[src/mhkd_pkg.sv]
// ----------------------------------------------------------------------------
// mhkd_pkg
// Types and constants shared by the keyed-delete max-heap block.
// ----------------------------------------------------------------------------
package mhkd_pkg;

  localparam int unsigned DefCapacity = 64;
  localparam int unsigned DefKeyBits  = 32;
  localparam int unsigned IdBits      = 16;
  localparam int unsigned CountBits   = 7;

  typedef enum logic [1:0] {
    OP_INSERT  = 2'd0,
    OP_DELETE  = 2'd1,
    OP_EXTRACT = 2'd2,
    OP_NONE    = 2'd3
  } opcode_e;

  typedef enum logic [1:0] {
    ST_OK        = 2'd0,
    ST_EMPTY     = 2'd1,
    ST_FULL      = 2'd2,
    ST_NOT_FOUND = 2'd3
  } status_e;

  typedef struct packed {
    logic [1:0]  opcode;
    logic [15:0] item_id;
    logic [31:0] mileage;
  } req_t;

  typedef struct packed {
    logic [1:0]  status;
    logic [15:0] out_id;
    logic [31:0] out_mileage;
    logic [6:0]  entry_count;
  } rsp_t;

  typedef enum logic [3:0] {
    S_IDLE,
    S_SCAN,
    S_MOVE_RD,
    S_MOVE_WR,
    S_UP_RD,
    S_UP_CMP,
    S_DN_RD,
    S_DN_RD2,
    S_DN_CMP,
    S_DN_WR,
    S_DONE
  } fsm_e;

endpackage

[src/mhkd_ram.sv]
// ----------------------------------------------------------------------------
// mhkd_ram
// Heap entry store: one write port, one registered read port.
// ----------------------------------------------------------------------------
module mhkd_ram #(
  parameter int unsigned Depth = 64,
  parameter int unsigned Width = 48
) (
  input  logic                     clk_i,
  input  logic                     we_i,
  input  logic [$clog2(Depth)-1:0] waddr_i,
  input  logic [Width-1:0]         wdata_i,
  input  logic [$clog2(Depth)-1:0] raddr_i,
  output logic [Width-1:0]         rdata_o
);

  logic [Width-1:0] mem_q [Depth];

  always_ff @(posedge clk_i) begin
    if (we_i) begin
      mem_q[waddr_i] <= wdata_i;
    end
    rdata_o <= mem_q[raddr_i];
  end

endmodule

[src/max_heap_with_keyed_delete_core.sv]
// ----------------------------------------------------------------------------
// max_heap_with_keyed_delete_core
// Binary max-heap of (id, key) entries with insert, extract and delete by id.
// Insert sifts up; extract moves the last entry to the root and sifts down;
// delete scans for the id, moves the last entry into that slot and sifts. One
// operation at a time; the single store port (one read, one write per cycle)
// sets the rate. Reset clears fill count, state, result valid; not the store.
// ----------------------------------------------------------------------------
module max_heap_with_keyed_delete_core
  import mhkd_pkg::*;
#(
  parameter int unsigned CAPACITY = DefCapacity,
  parameter int unsigned KEY_BITS = DefKeyBits
) (
  input  logic clk_i,
  input  logic rst_ni,
  input  logic in_valid_i,
  output logic in_stall_o,
  input  req_t in_data_i,
  output logic out_valid_o,
  input  logic out_stall_i,
  output rsp_t out_data_o
);

  localparam int unsigned AW = $clog2(CAPACITY);
  localparam int unsigned CW = $clog2(CAPACITY + 1);
  localparam int unsigned EW = IdBits + KEY_BITS;

  typedef logic [EW-1:0] ent_t;

  fsm_e state_q, state_d;
  logic [CW-1:0] cnt_q, cnt_d;
  logic [CW-1:0] pos_q, pos_d;   // current index (always below CAPACITY)
  logic [CW-1:0] oth_q, oth_d;   // parent / chosen child index
  ent_t cur_q, cur_d;            // entry being sifted
  ent_t lc_q, lc_d;              // left child
  logic [1:0] op_q, op_d;
  logic [IdBits-1:0] id_q, id_d;
  logic [1:0] st_q, st_d;
  logic [IdBits-1:0] rid_q, rid_d;
  logic [KEY_BITS-1:0] rkey_q, rkey_d;
  logic ovld_q, ovld_d;

  logic we;
  logic [AW-1:0] waddr, raddr;
  ent_t wdata, rdata;

  mhkd_ram #(.Depth(CAPACITY), .Width(EW)) u_ram (
    .clk_i, .we_i(we), .waddr_i(waddr), .wdata_i(wdata),
    .raddr_i(raddr), .rdata_o(rdata)
  );

  function automatic logic [KEY_BITS-1:0] key_of(ent_t e);
    return e[KEY_BITS-1:0];
  endfunction

  logic [CW:0] lidx, ridx;
  logic [CW-1:0] par;
  assign lidx = {pos_q, 1'b1};
  assign ridx = {pos_q, 1'b0} + (CW+1)'(2);
  assign par  = (pos_q - CW'(1)) >> 1;

  assign in_stall_o  = (state_q != S_IDLE) || ovld_q;
  assign out_valid_o = ovld_q;
  always_comb begin
    out_data_o = '0;
    out_data_o.status = st_q;
    out_data_o.out_id = rid_q;
    out_data_o.out_mileage = 32'(rkey_q);
    out_data_o.entry_count = 7'(cnt_q);
  end

  always_comb begin
    state_d = state_q; cnt_d = cnt_q; pos_d = pos_q; oth_d = oth_q;
    cur_d = cur_q; lc_d = lc_q; op_d = op_q; id_d = id_q; st_d = st_q;
    rid_d = rid_q; rkey_d = rkey_q; ovld_d = ovld_q;
    we = 1'b0; waddr = '0; wdata = cur_q; raddr = '0;
    if (ovld_q && !out_stall_i) ovld_d = 1'b0;
    case (state_q)
      S_IDLE: begin
        if (in_valid_i && !ovld_q) begin
          op_d = in_data_i.opcode; id_d = in_data_i.item_id;
          st_d = ST_OK; rid_d = '0; rkey_d = '0; pos_d = '0;
          raddr = '0;
          case (in_data_i.opcode)
            OP_INSERT: begin
              if (cnt_q >= CW'(CAPACITY)) begin
                st_d = ST_FULL; state_d = S_DONE;
              end else begin
                cur_d = {in_data_i.item_id, KEY_BITS'(in_data_i.mileage)};
                pos_d = cnt_q; cnt_d = cnt_q + CW'(1);
                state_d = S_UP_RD;
              end
            end
            OP_DELETE: begin
              if (cnt_q == '0) begin
                st_d = ST_NOT_FOUND; state_d = S_DONE;
              end else state_d = S_SCAN;
            end
            OP_EXTRACT: begin
              if (cnt_q == '0) begin
                st_d = ST_EMPTY; state_d = S_DONE;
              end else state_d = S_MOVE_RD;  // root read issued
            end
            default: state_d = S_DONE;
          endcase
        end
      end
      S_SCAN: begin
        // rdata holds entry pos_q
        raddr = AW'(pos_q + CW'(1));
        if (rdata[EW-1:KEY_BITS] == id_q) begin
          raddr = AW'(cnt_q - CW'(1));
          cnt_d = cnt_q - CW'(1);
          if (pos_q == cnt_q - CW'(1)) state_d = S_DONE;
          else state_d = S_MOVE_WR;
        end else if (pos_q + CW'(1) >= cnt_q) begin
          st_d = ST_NOT_FOUND; state_d = S_DONE;
        end else pos_d = pos_q + CW'(1);
      end
      S_MOVE_RD: begin
        // root in rdata; read last
        rid_d = rdata[EW-1:KEY_BITS]; rkey_d = key_of(rdata);
        raddr = AW'(cnt_q - CW'(1));
        cnt_d = cnt_q - CW'(1);
        pos_d = '0;
        if (cnt_q == CW'(1)) state_d = S_DONE;
        else state_d = S_MOVE_WR;
      end
      S_MOVE_WR: begin
        // last entry in rdata, moves to pos_q
        cur_d = rdata;
        if (op_q == OP_DELETE && pos_q != '0) state_d = S_UP_RD;
        else state_d = S_DN_RD;
      end
      S_UP_RD: begin
        if (pos_q == '0) begin
          we = 1'b1; waddr = AW'(pos_q); state_d = S_DONE;
        end else begin
          raddr = AW'(par); oth_d = par; state_d = S_UP_CMP;
        end
      end
      S_UP_CMP: begin
        if (key_of(rdata) < key_of(cur_q)) begin
          we = 1'b1; waddr = AW'(pos_q); wdata = rdata;
          pos_d = oth_q; state_d = S_UP_RD;
        end else begin
          we = 1'b1; waddr = AW'(pos_q);
          state_d = (op_q == OP_DELETE) ? S_DN_RD : S_DONE;
          // delete: parent not smaller means sift down
          if (op_q == OP_DELETE) state_d = S_DN_RD;
        end
      end
      S_DN_RD: begin
        if (lidx >= (CW+1)'(cnt_q)) begin
          we = 1'b1; waddr = AW'(pos_q); state_d = S_DONE;
        end else begin
          raddr = AW'(lidx); state_d = S_DN_RD2;
        end
      end
      S_DN_RD2: begin
        lc_d = rdata;
        raddr = AW'(ridx);
        state_d = S_DN_CMP;
      end
      S_DN_CMP: begin
        oth_d = pos_q;
        if (ridx < (CW+1)'(cnt_q) && key_of(rdata) > key_of(lc_q)
            && key_of(rdata) > key_of(cur_q)) begin
          oth_d = CW'(ridx); lc_d = rdata; state_d = S_DN_WR;
        end else if (key_of(lc_q) > key_of(cur_q)) begin
          oth_d = CW'(lidx); state_d = S_DN_WR;
        end else begin
          we = 1'b1; waddr = AW'(pos_q); state_d = S_DONE;
        end
      end
      S_DN_WR: begin
        we = 1'b1; waddr = AW'(pos_q); wdata = lc_q;
        pos_d = oth_q; state_d = S_DN_RD;
      end
      S_DONE: begin
        ovld_d = 1'b1; state_d = S_IDLE;
      end
      default: state_d = S_IDLE;
    endcase
  end

  always_ff @(posedge clk_i or negedge rst_ni) begin
    if (!rst_ni) begin
      state_q <= S_IDLE; cnt_q <= '0; ovld_q <= 1'b0;
    end else begin
      state_q <= state_d; cnt_q <= cnt_d; ovld_q <= ovld_d;
    end
  end

  always_ff @(posedge clk_i) begin
    pos_q <= pos_d; oth_q <= oth_d; cur_q <= cur_d; lc_q <= lc_d;
    op_q <= op_d; id_q <= id_d; st_q <= st_d; rid_q <= rid_d; rkey_q <= rkey_d;
  end

endmodule

[config.mk]
export PLATFORM = sky130hd
export DESIGN_NAME = max_heap_with_keyed_delete_core
export DESIGN_NICKNAME = d
export VERILOG_FILES = /design/src/mhkd_pkg.sv /design/src/mhkd_ram.sv /design/src/max_heap_with_keyed_delete_core.sv
export SDC_FILE = /design/constraint.sdc
export NUM_CORES = 2
export LEC_CHECK = 0
export ABC_AREA = 1
export ABC_CLOCK_PERIOD_IN_PS = 6000
export CAP_MARGIN = 10
export CELL_PAD_IN_SITES_DETAIL_PLACEMENT = 1
export CELL_PAD_IN_SITES_GLOBAL_PLACEMENT = 1
export CORE_ASPECT_RATIO = 1.2
export CORE_MARGIN = 4
export CORE_UTILIZATION = 45
export DETAILED_ROUTE_END_ITERATION = 12
export DONT_BUFFER_PORTS = 1
export GPL_TIMING_DRIVEN = 0
export PLACE_DENSITY = 0.78
export SLEW_MARGIN = 0
export SYNTH_ARGS = -nofsm -noshare
export SYNTH_HDL_FRONTEND = slang
export SYNTH_SLANG_ARGS = --single-unit
[constraint.sdc]
create_clock -name clk_i -period 6 [get_ports clk_i]
set_clock_uncertainty 0.2 [all_clocks]
set_input_delay 0.6 -clock clk_i [delete_from_list [all_inputs] [get_ports clk_i]]
set_output_delay 0.6 -clock clk_i [all_outputs]
set_load 0.05 [all_outputs]
==> flow_summary.ini <==
[floorplan]
start_util = 0.452
core-area_um2 = 327000
rows = 230
fp.dieArea_um2 = 339000
num_io_pins = 113
die_w_um = 532
die_y_um = 637

[finish]
final_util = 0.528
syn2layout_area_growth_pct = 16.7
fin_nets = 14400
final_layout_size_suffix_gt1_frac = 0.108
fin_cells = 18800

[timing]
fin_ws_ns = -0.274
finalHoldViolCount = 0
fin_crit_sh = 1.05
slew_violations = 0
max_freq_ghz = 0.159
setup_viol = 127
rsz0062_at_grt = yes
finalCriticalPeriod_ns = 6.27
slew_headroom = 0.0627
max_slew.worst_pin.slew_ns = 1.41
setup_tns_ns = -10.97

[synthesis]
ys_warn_count = 0
synthesis.nets = 13600
synthArstFlopShare = 0.00363
synth_ff_type = edfxtp_1
synth-seq-cells = 3310
synth.yosys.seq_area_share = 0.667
synth_top_area_share = 0.659
synthCells = 13400
yosys-top-cells-area = edfxtp_1, nand3_1, nand3b_1
synth_cell_types = 52
syn_area_um2 = 148000
yosys-top-cells-count = nand3_1, edfxtp_1, nand2_1
synth_edf_count = 3250
avgSynthCellArea_um2 = 11.0
synth_most_common_cell = nand3_1
yosysTopAreaCell = edfxtp_1

[route]
drtPass1Iterations = 9
drtIter0Drc = 17100
viasPerCell = 6.26
post-route-drc-count = 0
num_vias = 118000
ant_nets = 0
wirelength_um = 637000
wl_per_cell_um = 33.8

[power_and_ir_drop]
p_per_area_nw_per_um2 = 596
p_leak_nw = 66.6
ir_drop_uv = 495
finalPower_mw = 103

[global_route]
grt_antenna_before_repair = 88
grt_max_degree = 35
grtUsageTotal = 0.362
grt_pass1_vias = 120000
grt-ovfl-total = 0
grt_pass1_wl_um = 878000

[cts]
cts_buffers = 331
cts_tree = yes
clk_latency_ns = 0.95
clkSlewWorstSetupHoldPaths_ns = 0.07
cts.sinks = 3310
clock_path_buffers = 4
cts.htree.levels = 5
cts-root-buf = clkbuf_16

[setup_path]
cp_cell_sequence = ha_1 > xor2_1 > inv_1 > nand2_1 > o21ai_1 > o21ai_4 > buf_2 > buf_1 > nand3_1 > nand3_1 > nand3_1 > nand3_1 > nand2_1
worstPathRequired_ns = 6.55
critPathArrivalTime_ns = 6.83
path_buf_inv = 3
cp_slowest_cell = buf_1
crit_top_cell = nand3_1
cp_max_fo = 10
criticalPathCategory = flip-flop to flip-flop
worst_setup_path_start_kind = flip-flop
cpPeakStageDelay_ns = 0.96
crit_path_end_kind = flip-flop
crit_family = buffers and inverters

[outcome]
violations = setup timing
status = finished, violations left

[run]
cap_violations = 0

[placement]
gp_congestion = 1.04
dp_cells = 18000
io_buffers = 0
pre_cts_ws_ns = -0.899
hpwl_um = 449000

[hold_path]
hp-class = input port to flip-flop
-- path summary, 6_finish.rpt --
kind	startpoint	to	slack, ns	cells after the start
worst max-delay path	pos_q[1]	u_ram.rdata_o[45]	-0.27	13
worst min-delay path	in_data_i[42]	id_q[10]	0.16	1
worst max register to register	pos_q[1]	u_ram.rdata_o[45]	-0.27	13
worst min register to register	u_ram.rdata_o[0]	lc_q[0]	0.31	0
max in group asynchronous	rst_ni	cnt_q[3]	4.61	2
min in group asynchronous	rst_ni	cnt_q[6]	0.51	2
-- cells in the final DEF, fill, tap and decap left out, types with 68 or more instances in the layout --
cell          n
clkinv_1     72
inv_1      1954
a21oi_1     102
nor2_4       68
ha_1        122
nand2_1    1974
o21ai_0     143
buf_1        88
nand3b_1   1194
clkbuf_16   340
buf_4       174
nor2_1      143
buf_2       418
edfxtp_1   3250
nand3_1    3262
buf_12      221
clkbuf_1    381
-- layout make-up --
cell class,instances,area [µm²]
flip-flops and latches,3310,98900
clock buffers,407,8790
repair buffers,485,7370
inverters,1985,7450
clock inverters,181,1660
fillers,34500,155000
plain buffers,887,4100
well taps,4292,5370
multi-input cells,7231,39200
diodes,57,143
-- registers in the layout, indices dropped and copies added (netlist names), 2 cells and up --
| name | cells |
|---|---|
| rkey_q | 32 |
| lc_q | 48 |
| u_ram.rdata_o | 48 |
| pos_q | 7 |
| oth_q | 7 |
| cnt_q | 7 |
| cur_q | 48 |
| op_q | 2 |
| st_q | 2 |
| u_ram.mem_q | 3072 |
| state_q | 4 |
| id_q | 16 |
| rid_q | 16 |
-- worst reg2reg max path, cell delays in order (launching register included) --
cell	delay [ns]
edfxtp_1	0.70
ha_1	0.33
xor2_1	0.64
inv_1	0.27
nand2_1	0.14
o21ai_1	0.10
o21ai_4	0.89
buf_2	0.79
buf_1	0.97
nand3_1	0.32
nand3_1	0.29
nand3_1	0.12
nand3_1	0.15
nand2_1	0.22
-- power by group --
group / total [mW] / switching [mW] / internal [mW]
logic: 52.0 / 40.3 / 11.7
registers: 30.1 / 1.43 / 28.6
clock network: 21.0 / 9.39 / 11.6
-- through the flow --
step	hold WS, ns	cell area, µm²
after detailed placement	0.105	160000
after global routing	0.154	173000
final	0.159	173000
after floorplan	0.104	148000
after CTS	0.142	172000
after global placement	0.105	154000
-- metal layers --
| layer | global-route usage | wire (µm) |
|---|---|---|
| met5 | 0 | 513 |
| met4 | 0.310 | 65200 |
| met3 | 0.0983 | 73100 |
| met2 | 0.562 | 286000 |
| met1 | 0.417 | 212000 |
-- logic make-up after synthesis --
kind of cell / Yosys count / share of synthesized area
buf+inv: 2872 / 0.0772
xor+xnor: 17 / 0.00100
simple gates: 6743 / 0.231
flops: 3310 / 0.667
compound gates: 348 / 0.0138
fa+ha+maj: 122 / 0.0103
-- timing repair --
action / in CTS / in global routing
setup endpoints to repair: 416 / 1244
hold buffers: 54 / 0
buffers inserted: 31 / 60
gates resized for setup: 42 / 75
pin swaps: 14 / 27
cloned: 1 / 0
hold endpoints to repair: 101 / 0
Note: power is estimated with default switching activity, not from simulation.
